## config.mk

```make
export PLATFORM = sky130hd
export DESIGN_NAME = line_sensor_calibrate_classify
export DESIGN_NICKNAME = d
export VERILOG_FILES = /design/src/lsc_pkg.sv /design/src/lsc_lane.sv /design/src/lsc_merge.sv /design/src/line_sensor_calibrate_classify.sv
export SDC_FILE = /design/constraint.sdc
export NUM_CORES = 1
export LEC_CHECK = 0
export BUFFER_PORTS_ARGS = -buffer_cell sky130_fd_sc_hd__buf_2
export CAP_MARGIN = 10
export CORE_ASPECT_RATIO = 1.4
export CORE_MARGIN = 2
export CORE_UTILIZATION = 25
export DETAILED_ROUTE_END_ITERATION = 12
export GPL_ROUTABILITY_DRIVEN = 0
export GPL_TIMING_DRIVEN = 0
export PLACE_DENSITY = 0.53
export SYNTH_ARGS = -nofsm -noshare
export SYNTH_HDL_FRONTEND = slang
export SYNTH_HIERARCHICAL = 1
export SYNTH_SLANG_ARGS = --single-unit
```

## constraint.sdc

```tcl
create_clock -name aclk -period 5.75 [get_ports aclk]
set_input_delay 0.575 -clock aclk [delete_from_list [all_inputs] [get_ports aclk]]
set_output_delay 0.575 -clock aclk [all_outputs]
set_load 0.05 [all_outputs]
```

## src/lsc_pkg.sv

```systemverilog
// ----------------------------------------------------------------------------
// Line sensor package
// Shared types, level and decision codes and fixed constants of the line
// sensor calibrate and classify block.
// ----------------------------------------------------------------------------
package lsc_pkg;

    localparam int LEVEL_BITS  = 18;
    localparam int THRESH_BITS = 7;
    localparam int SCALE_BITS  = 7;
    localparam int NUM_CH      = 4;

    localparam logic [SCALE_BITS-1:0]  LEVEL_SCALE     = 7'd100;
    localparam logic [THRESH_BITS-1:0] THRESHOLD_RESET = 7'd50;

    localparam int LEVEL_MAX = 131071;
    localparam int LEVEL_MIN = -131072;

    localparam logic [1:0] CH_LEFT_IR     = 2'd0;
    localparam logic [1:0] CH_RIGHT_IR    = 2'd1;
    localparam logic [1:0] CH_LEFT_PHOTO  = 2'd2;
    localparam logic [1:0] CH_RIGHT_PHOTO = 2'd3;

    typedef logic signed [2:0]            decision_t;
    typedef logic signed [LEVEL_BITS-1:0] level_t;

    localparam decision_t DEC_KEEP  = 3'sd0;
    localparam decision_t DEC_LEFT  = -3'sd1;
    localparam decision_t DEC_RIGHT = 3'sd1;
    localparam decision_t DEC_CROSS = 3'sd2;

    typedef struct packed {
        logic   done;
        level_t level;
    } lane_res_t;

endpackage

```

## src/lsc_lane.sv

```systemverilog
// ----------------------------------------------------------------------------
// Line sensor level lane
// Maps one reading to (x - min) * 100 / (max - min) with a bit-serial
// restoring divider on magnitudes, sign fix, flat-range zero and saturation.
// ----------------------------------------------------------------------------
module lsc_lane #(
    parameter int SAMPLE_BITS = 10
) (
    input  logic                    aclk,
    input  logic                    aresetn,
    input  logic                    start,
    input  logic [SAMPLE_BITS-1:0]  x,
    input  logic [SAMPLE_BITS-1:0]  lo,
    input  logic [SAMPLE_BITS-1:0]  hi,
    output lsc_pkg::lane_res_t      res
);

    localparam int SB = SAMPLE_BITS;
    localparam int QW = SAMPLE_BITS + lsc_pkg::SCALE_BITS;
    localparam int CW = $clog2(QW);
    localparam int EW = (QW + 1 > lsc_pkg::LEVEL_BITS + 1) ? QW + 1
                                                            : lsc_pkg::LEVEL_BITS + 1;
    localparam logic signed [EW-1:0] SAT_HI = EW'(lsc_pkg::LEVEL_MAX);
    localparam logic signed [EW-1:0] SAT_LO = EW'(lsc_pkg::LEVEL_MIN);

    typedef enum logic [2:0] {
        LN_IDLE = 3'b001,
        LN_RUN  = 3'b010,
        LN_FIN  = 3'b100
    } lane_state_t;

    lane_state_t           state_reg, state_next;
    logic [CW-1:0]         cnt_reg, cnt_next;
    logic [QW-1:0]         dvd_reg, dvd_next;
    logic [SB-1:0]         rem_reg, rem_next;
    logic [SB-1:0]         den_reg, den_next;
    logic                  neg_reg, neg_next;
    logic                  flat_reg, flat_next;
    logic                  done_reg, done_next;
    lsc_pkg::level_t       level_reg, level_next;

    logic [SB:0]           diff, span, diff_abs, span_abs;
    logic [QW-1:0]         product;
    logic [SB:0]           rem_shift, rem_sub;
    logic                  ge;
    logic signed [EW-1:0]  q_ext, q_sgn;

    always_comb begin
        diff      = {1'b0, x} - {1'b0, lo};
        span      = {1'b0, hi} - {1'b0, lo};
        diff_abs  = diff[SB] ? (~diff + 1'b1) : diff;
        span_abs  = span[SB] ? (~span + 1'b1) : span;
        product   = QW'(diff_abs[SB-1:0]) * QW'(lsc_pkg::LEVEL_SCALE);
        rem_shift = {rem_reg, dvd_reg[QW-1]};
        ge        = rem_shift >= {1'b0, den_reg};
        rem_sub   = rem_shift - {1'b0, den_reg};
        q_ext     = {{(EW-QW){1'b0}}, dvd_reg};
        q_sgn     = neg_reg ? -q_ext : q_ext;
    end

    always_comb begin
        state_next = state_reg;
        cnt_next   = cnt_reg;
        dvd_next   = dvd_reg;
        rem_next   = rem_reg;
        den_next   = den_reg;
        neg_next   = neg_reg;
        flat_next  = flat_reg;
        done_next  = 1'b0;
        level_next = level_reg;
        unique case (state_reg)
            LN_IDLE: begin
                if (start) begin
                    dvd_next   = product;
                    rem_next   = '0;
                    den_next   = span_abs[SB-1:0];
                    neg_next   = diff[SB] ^ span[SB];
                    flat_next  = (span == '0);
                    cnt_next   = CW'(QW - 1);
                    state_next = LN_RUN;
                end
            end
            LN_RUN: begin
                dvd_next = {dvd_reg[QW-2:0], ge};
                rem_next = ge ? rem_sub[SB-1:0] : rem_shift[SB-1:0];
                if (cnt_reg == '0) begin
                    state_next = LN_FIN;
                end else begin
                    cnt_next = cnt_reg - 1'b1;
                end
            end
            LN_FIN: begin
                if (flat_reg) begin
                    level_next = '0;
                end else if (q_sgn > SAT_HI) begin
                    level_next = SAT_HI[lsc_pkg::LEVEL_BITS-1:0];
                end else if (q_sgn < SAT_LO) begin
                    level_next = SAT_LO[lsc_pkg::LEVEL_BITS-1:0];
                end else begin
                    level_next = q_sgn[lsc_pkg::LEVEL_BITS-1:0];
                end
                done_next  = 1'b1;
                state_next = LN_IDLE;
            end
            default: begin
                state_next = LN_IDLE;
            end
        endcase
    end

    always_ff @(posedge aclk) begin
        if (!aresetn) begin
            state_reg <= LN_IDLE;
            done_reg  <= 1'b0;
        end else begin
            state_reg <= state_next;
            done_reg  <= done_next;
        end
        cnt_reg   <= cnt_next;
        dvd_reg   <= dvd_next;
        rem_reg   <= rem_next;
        den_reg   <= den_next;
        neg_reg   <= neg_next;
        flat_reg  <= flat_next;
        level_reg <= level_next;
    end

    assign res.done  = done_reg;
    assign res.level = level_reg;

endmodule

```

## src/lsc_merge.sv

```systemverilog
// ----------------------------------------------------------------------------
// Line sensor decision merge
// Combines the left and right lane levels against the threshold into one
// steering decision.
// ----------------------------------------------------------------------------
module lsc_merge (
    input  lsc_pkg::level_t                    left_level,
    input  lsc_pkg::level_t                    right_level,
    input  logic [lsc_pkg::THRESH_BITS-1:0]    threshold,
    output lsc_pkg::decision_t                 decision
);

    lsc_pkg::level_t th;
    logic l_over, l_under, r_over, r_under;

    always_comb begin
        th       = {{(lsc_pkg::LEVEL_BITS - lsc_pkg::THRESH_BITS){1'b0}}, threshold};
        l_over   = left_level > th;
        l_under  = left_level < th;
        r_over   = right_level > th;
        r_under  = right_level < th;
        if (l_over && r_under) begin
            decision = lsc_pkg::DEC_LEFT;
        end else if (r_over && l_under) begin
            decision = lsc_pkg::DEC_RIGHT;
        end else if (l_over && r_over) begin
            decision = lsc_pkg::DEC_CROSS;
        end else begin
            decision = lsc_pkg::DEC_KEEP;
        end
    end

endmodule

```

## src/line_sensor_calibrate_classify.sv

```systemverilog
// ----------------------------------------------------------------------------
// Line sensor calibrate and classify
// Calibration transfer: the result passes the emit step and the output register.
// Check transfer: the result passes the two bit-serial divider lanes, one quotient bit
// per cycle, working in parallel, then the emit step and the output register; no new
// sample is taken until the block is idle again; a held result delays the next emit.
// Synchronous active-low reset: threshold 50, ranges max 0, min all ones.
// ----------------------------------------------------------------------------
module line_sensor_calibrate_classify #(
    parameter int SAMPLE_BITS = 10
) (
    input  logic                                aclk,
    input  logic                                aresetn,
    input  logic                                cfg_we,
    input  logic [lsc_pkg::THRESH_BITS-1:0]     cfg_wdata,
    input  logic                                s_valid,
    output logic                                s_ready,
    input  logic                                s_cmd,
    input  logic                                s_sensor_select,
    input  logic [SAMPLE_BITS-1:0]              s_left_ir_sample,
    input  logic [SAMPLE_BITS-1:0]              s_right_ir_sample,
    input  logic [SAMPLE_BITS-1:0]              s_left_photo_sample,
    input  logic [SAMPLE_BITS-1:0]              s_right_photo_sample,
    output logic                                m_valid,
    input  logic                                m_ready,
    output logic signed [2:0]                   m_decision,
    output logic signed [lsc_pkg::LEVEL_BITS-1:0] m_left_level,
    output logic signed [lsc_pkg::LEVEL_BITS-1:0] m_right_level
);

    typedef enum logic [2:0] {
        ST_IDLE = 3'b001,
        ST_DIV  = 3'b010,
        ST_EMIT = 3'b100
    } state_t;

    state_t                              state_reg, state_next;
    logic [lsc_pkg::THRESH_BITS-1:0]     thresh_reg;
    logic [SAMPLE_BITS-1:0]              ch_min_reg [lsc_pkg::NUM_CH];
    logic [SAMPLE_BITS-1:0]              ch_max_reg [lsc_pkg::NUM_CH];
    logic [SAMPLE_BITS-1:0]              samp [lsc_pkg::NUM_CH];
    logic                                is_cal_reg;
    logic                                m_valid_reg, m_valid_next;
    lsc_pkg::decision_t                  m_decision_reg;
    lsc_pkg::level_t                     m_left_reg, m_right_reg;

    logic                                accept, out_load, lane_start;
    logic [SAMPLE_BITS-1:0]              l_x, l_lo, l_hi, r_x, r_lo, r_hi;
    lsc_pkg::lane_res_t                  lane_l, lane_r;
    lsc_pkg::decision_t                  merged;

    assign samp[lsc_pkg::CH_LEFT_IR]     = s_left_ir_sample;
    assign samp[lsc_pkg::CH_RIGHT_IR]    = s_right_ir_sample;
    assign samp[lsc_pkg::CH_LEFT_PHOTO]  = s_left_photo_sample;
    assign samp[lsc_pkg::CH_RIGHT_PHOTO] = s_right_photo_sample;

    assign s_ready    = (state_reg == ST_IDLE);
    assign accept     = s_valid && s_ready;
    assign lane_start = accept && s_cmd;
    assign out_load   = (state_reg == ST_EMIT) && (!m_valid_reg || m_ready);

    always_comb begin
        if (s_sensor_select) begin
            l_x  = samp[lsc_pkg::CH_LEFT_IR];
            l_lo = ch_min_reg[lsc_pkg::CH_LEFT_IR];
            l_hi = ch_max_reg[lsc_pkg::CH_LEFT_IR];
            r_x  = samp[lsc_pkg::CH_RIGHT_IR];
            r_lo = ch_min_reg[lsc_pkg::CH_RIGHT_IR];
            r_hi = ch_max_reg[lsc_pkg::CH_RIGHT_IR];
        end else begin
            l_x  = samp[lsc_pkg::CH_LEFT_PHOTO];
            l_lo = ch_min_reg[lsc_pkg::CH_LEFT_PHOTO];
            l_hi = ch_max_reg[lsc_pkg::CH_LEFT_PHOTO];
            r_x  = samp[lsc_pkg::CH_RIGHT_PHOTO];
            r_lo = ch_min_reg[lsc_pkg::CH_RIGHT_PHOTO];
            r_hi = ch_max_reg[lsc_pkg::CH_RIGHT_PHOTO];
        end
    end

    lsc_lane #(.SAMPLE_BITS(SAMPLE_BITS)) u_lane_left (
        .aclk    (aclk),
        .aresetn (aresetn),
        .start   (lane_start),
        .x       (l_x),
        .lo      (l_lo),
        .hi      (l_hi),
        .res     (lane_l)
    );

    lsc_lane #(.SAMPLE_BITS(SAMPLE_BITS)) u_lane_right (
        .aclk    (aclk),
        .aresetn (aresetn),
        .start   (lane_start),
        .x       (r_x),
        .lo      (r_lo),
        .hi      (r_hi),
        .res     (lane_r)
    );

    lsc_merge u_merge (
        .left_level  (lane_l.level),
        .right_level (lane_r.level),
        .threshold   (thresh_reg),
        .decision    (merged)
    );

    always_comb begin
        state_next = state_reg;
        unique case (state_reg)
            ST_IDLE: begin
                if (accept) begin
                    state_next = s_cmd ? ST_DIV : ST_EMIT;
                end
            end
            ST_DIV: begin
                if (lane_l.done && lane_r.done) begin
                    state_next = ST_EMIT;
                end
            end
            ST_EMIT: begin
                if (out_load) begin
                    state_next = ST_IDLE;
                end
            end
            default: begin
                state_next = ST_IDLE;
            end
        endcase
    end

    assign m_valid_next = out_load || (m_valid_reg && !m_ready);

    always_ff @(posedge aclk) begin
        if (!aresetn) begin
            state_reg   <= ST_IDLE;
            m_valid_reg <= 1'b0;
            thresh_reg  <= lsc_pkg::THRESHOLD_RESET;
            for (int i = 0; i < lsc_pkg::NUM_CH; i++) begin
                ch_min_reg[i] <= '1;
                ch_max_reg[i] <= '0;
            end
        end else begin
            state_reg   <= state_next;
            m_valid_reg <= m_valid_next;
            if (cfg_we) begin
                thresh_reg <= cfg_wdata;
            end
            if (accept && !s_cmd) begin
                for (int i = 0; i < lsc_pkg::NUM_CH; i++) begin
                    if (samp[i] > ch_max_reg[i]) begin
                        ch_max_reg[i] <= samp[i];
                    end
                    if (samp[i] < ch_min_reg[i]) begin
                        ch_min_reg[i] <= samp[i];
                    end
                end
            end
        end
    end

    always_ff @(posedge aclk) begin
        if (accept) begin
            is_cal_reg <= !s_cmd;
        end
        if (out_load) begin
            if (is_cal_reg) begin
                m_decision_reg <= lsc_pkg::DEC_KEEP;
                m_left_reg     <= '0;
                m_right_reg    <= '0;
            end else begin
                m_decision_reg <= merged;
                m_left_reg     <= lane_l.level;
                m_right_reg    <= lane_r.level;
            end
        end
    end

    assign m_valid       = m_valid_reg;
    assign m_decision    = m_decision_reg;
    assign m_left_level  = m_left_reg;
    assign m_right_level = m_right_reg;

    a_lanes_in_step: assert property (@(posedge aclk) disable iff (!aresetn)
        lane_l.done == lane_r.done)
        else $error("divider lanes finished out of step");

    a_done_only_in_div: assert property (@(posedge aclk) disable iff (!aresetn)
        lane_l.done |-> (state_reg == ST_DIV))
        else $error("lane finished outside a check");

    a_cal_orders_range: assert property (@(posedge aclk) disable iff (!aresetn)
        (accept && !s_cmd) |=> (ch_min_reg[0] <= ch_max_reg[0]))
        else $error("calibration left an inverted range");

    a_result_from_emit: assert property (@(posedge aclk) disable iff (!aresetn)
        $rose(m_valid_reg) |-> $past(state_reg == ST_EMIT))
        else $error("result raised outside the emit step");

endmodule
```

==> metrics <==
Die W roughly 240 µm; Worst IR Drop VDD a little over 0.3 mV; cell area after synthesis ~19000 µm²; port bufs 92; crit path time final roughly 5500 ps; Syn Inst Count 1924; grt ovf 0; CTS buffer count 29; largest net degree at the start of global routing 28; layout cells sized above 1 between 10% and 20%; clock tree buffer depth 3; Iter 0 DRT Violations between 600 and 700; R2R Path End u_lane_right/dvd_reg[16]$_DFFE_PP_; vias in the first global route 14500; gr usage total between 10% and 20%; post-synthesis cell type count 85; mux share of post-synthesis cell area 2.48%; Power Dens Cells ~400 nW/µm²; DPL Wire Length 39.0 mm; GRT busiest layer met2; top cells by area, synth edfxtp_1, ha_1, inv_1, o21ai_0, xor2_1; vias post-DR ~14000; critical path fanouts, max 10; number of flops mapped to enable cells by yosys 244; Slew HR 33.9%; Syn. warnings 6; worst-margin pin slew ~1000 ps; MaxCap Viol Count 0; Final Hold Vio Count 0; Critical Path Start Type input pin; Setup Skew 20.3 ps; run status finished, final reports clean; DIE HEIGHT 332 µm; grt met1 use 13.5%; Core Area about 76000 µm²; Leak between 9 and 10 nW; vias per std cell 4.64; flops & latches, synth 263; hold_buf cts 0; fmax 0.182 GHz; post-synth top area share a little under two fifths; wirelength, routed between 40 and 50 mm; met3 Track Usage GR ~1.6%; global-route wire length before repair roughly 76 mm; xor-xnor portion of the synthesized cell area 5.80%; area post-placement around 21000 µm²; Worst Path Arrival 5780 ps; # nets final between 2000 and 2500; setup violators final 0; initial core utilization between 20% and 30%; type of the worst min-delay path input pin to flop; Setup crit end kind flop; TritonCTS clock tree built; post-synthesis adder-cell area fraction between 10% and 20%; commonest non-fill, non-tap cell in the layout edfxtp_1; dominant cell type by area after synthesis edfxtp_1; fill count roughly 7900; Final Cycle Share 95.4%; Tot Pwr roughly 8.9 mW; Endpoint, Worst Hold thresh_reg[5]$_SDFFE_PN1P_; RR Startpoint ch_min_reg[1][0]$_SDFFCE_PN1P_; Site Rows 120; DR DRC count 0; TritonCTS Sinks ~260; syn nets between 2000 and 2500; initial antenna violation count 4; HP Start cfg_wdata[5]; R2R cell count 19; Worst Hold Depth 3; asr flop ratio synth 0%; largest family of logic cells by synthesized area adder cells; worst slack at placement -857 ps; First-pass DRT Iterations 6; Ports between 90 and 100; Synth Area in Compound Gates a little over an eighth; Hold Slack between 200 and 250 ps; Synth Flop Type edfxtp_1; post-synthesis sequential area ratio between 40% and 50%; die area slightly below 80000 µm²; Worst-path clk slew approximately 60 ps; critical path class input pin to flop; post-route cell area between 20000 and 25000 µm²; Simple-Gate Fraction of Synth Area 16.3%; Layout area overhead 16.0%; ANT nets after route 0; root buf cell clkbuf_16; WL/cell 15.6 µm; syn_area_per_cell roughly 10 µm²; clock latency on the worst-skew pair 580 ps; GRT met2 Usage around 23%; Reg2Reg Setup Slack between 300 and 400 ps; most frequent cells in the layout edfxtp_1, ha_1, inv_1; Worst Path Required a little over 6000 ps; Final WS setup 263 ps; final number of max-transition violations 0; H-tree depth 1
## metrics by stage
step	TNS, ps	utilization, %	std cells
after global routing	-13.0	29.2	3061
after detailed placement	-8880	27.6	3003
after floorplan	0	-	1924
after global placement	-30690	27.4	2992
final	0	29.2	3062
after CTS	-37.9	28.9	3057
## cell families after synthesis
| logic type | Yosys count |
|---|---|
| multiplexers | 44 |
| AND/OR/NAND/NOR | 596 |
| buffers and inverters | 256 |
| AO/OA/AOI/OAI | 396 |
| XOR/XNOR | 127 |
| adder cells (fa/ha/maj) | 242 |
| flip-flops | 263 |
## per-layer routing
layer	vias up	routed length [µm]
met2	235	24700
met5	-	46
li1	7133	-
met1	6747	19800
met4	8	1320
met3	76	1780
## worst max path at each step
| stage | endpoint | cells after the start | start |
|---|---|---|---|
| finish | u_lane_right/dvd_reg[16]$_DFFE_PP_ | 24 | s_sensor_select |
| global route | u_lane_right/dvd_reg[16]$_DFFE_PP_ | 25 | s_sensor_select |
| CTS | u_lane_right/dvd_reg[16]$_DFFE_PP_ | 23 | s_sensor_select |
| detailed placement | u_lane_left/dvd_reg[15]$_DFFE_PP_ | 23 | s_sensor_select |
| global placement | u_lane_left/dvd_reg[15]$_DFFE_PP_ | 23 | s_sensor_select |
| floorplan | u_lane_right/dvd_reg[15]$_DFFE_PP_ | 26 | s_sensor_select |
## timing repair
item,CTS,global route
pin swaps,1,8
setup buffers,0,5
cloned,0,0
endpoints found under the setup margin,9,11
endpoints found under the hold margin,0,0
resized for setup,7,42
## synth_stat cells (6+ instances only)
cell / instances
ha_1: 226
and3_1: 8
or4_1: 13
or3_1: 18
nor2_1: 123
mux2_2: 28
a211o_1: 6
and2_1: 46
nand4_1: 16
nand2b_1: 49
mux2i_1: 16
clkbuf_1: 36
xnor2_1: 60
o31ai_1: 14
nor3b_1: 7
xor2_1: 67
nand3_1: 21
or2_2: 19
o22ai_1: 8
nor3_1: 35
buf_6: 6
o21bai_1: 13
a211oi_1: 21
dfxtp_1: 19
a21o_1: 22
o21ai_2: 10
nand2_1: 138
a21oi_1: 88
nand3b_1: 9
o21ai_0: 128
fa_1: 16
o21a_1: 10
nor2b_1: 58
inv_1: 204
o211ai_1: 11
nor4_1: 14
a31oi_1: 15
edfxtp_1: 244
## critical path, cell delays in order
cell and delay, ps:
clkbuf_4 180, buf_8 170, buf_6 160, nand2_1 70
o21ai_0 100, inv_1 110, ha_1 240, fa_2 380
nor2b_2 150, o2111ai_2 140, nand2_1 170, o41ai_1 90
nor3_1 560, o31ai_4 100, xor2_1 240, ha_1 280
ha_1 300, ha_1 310, ha_1 230, or3_1 420
o221a_2 290, a21oi_1 170, xor2_1 210, o21ai_0 100
## area by class of cell
| type | instances | area [µm²] | share of cell area [%] |
|---|---|---|---|
| multi-input cells | 1405 | 10700 | 47.9 |
| flip-flops and latches | 263 | 7710 | 34.6 |
| well taps | 976 | 1220 | 5.49 |
| clock buffers | 40 | 848 | 3.81 |
| inverters | 204 | 766 | 3.44 |
| repair buffers | 108 | 591 | 2.65 |
| plain buffers | 51 | 303 | 1.36 |
| clock inverters | 14 | 153 | 0.686 |
| diodes | 1 | 2.50 | 0.0112 |
## power breakdown
part / switching (mW) / internal [mW] / total [mW]
Sequential: 0.126 / 2.49 / 2.61
Clock: 0.796 / 1.13 / 1.92
Combinational: 2.40 / 1.94 / 4.34
Total: 3.33 / 5.55 / 8.88
No activity file was read; power rests on OpenSTA's default activity.
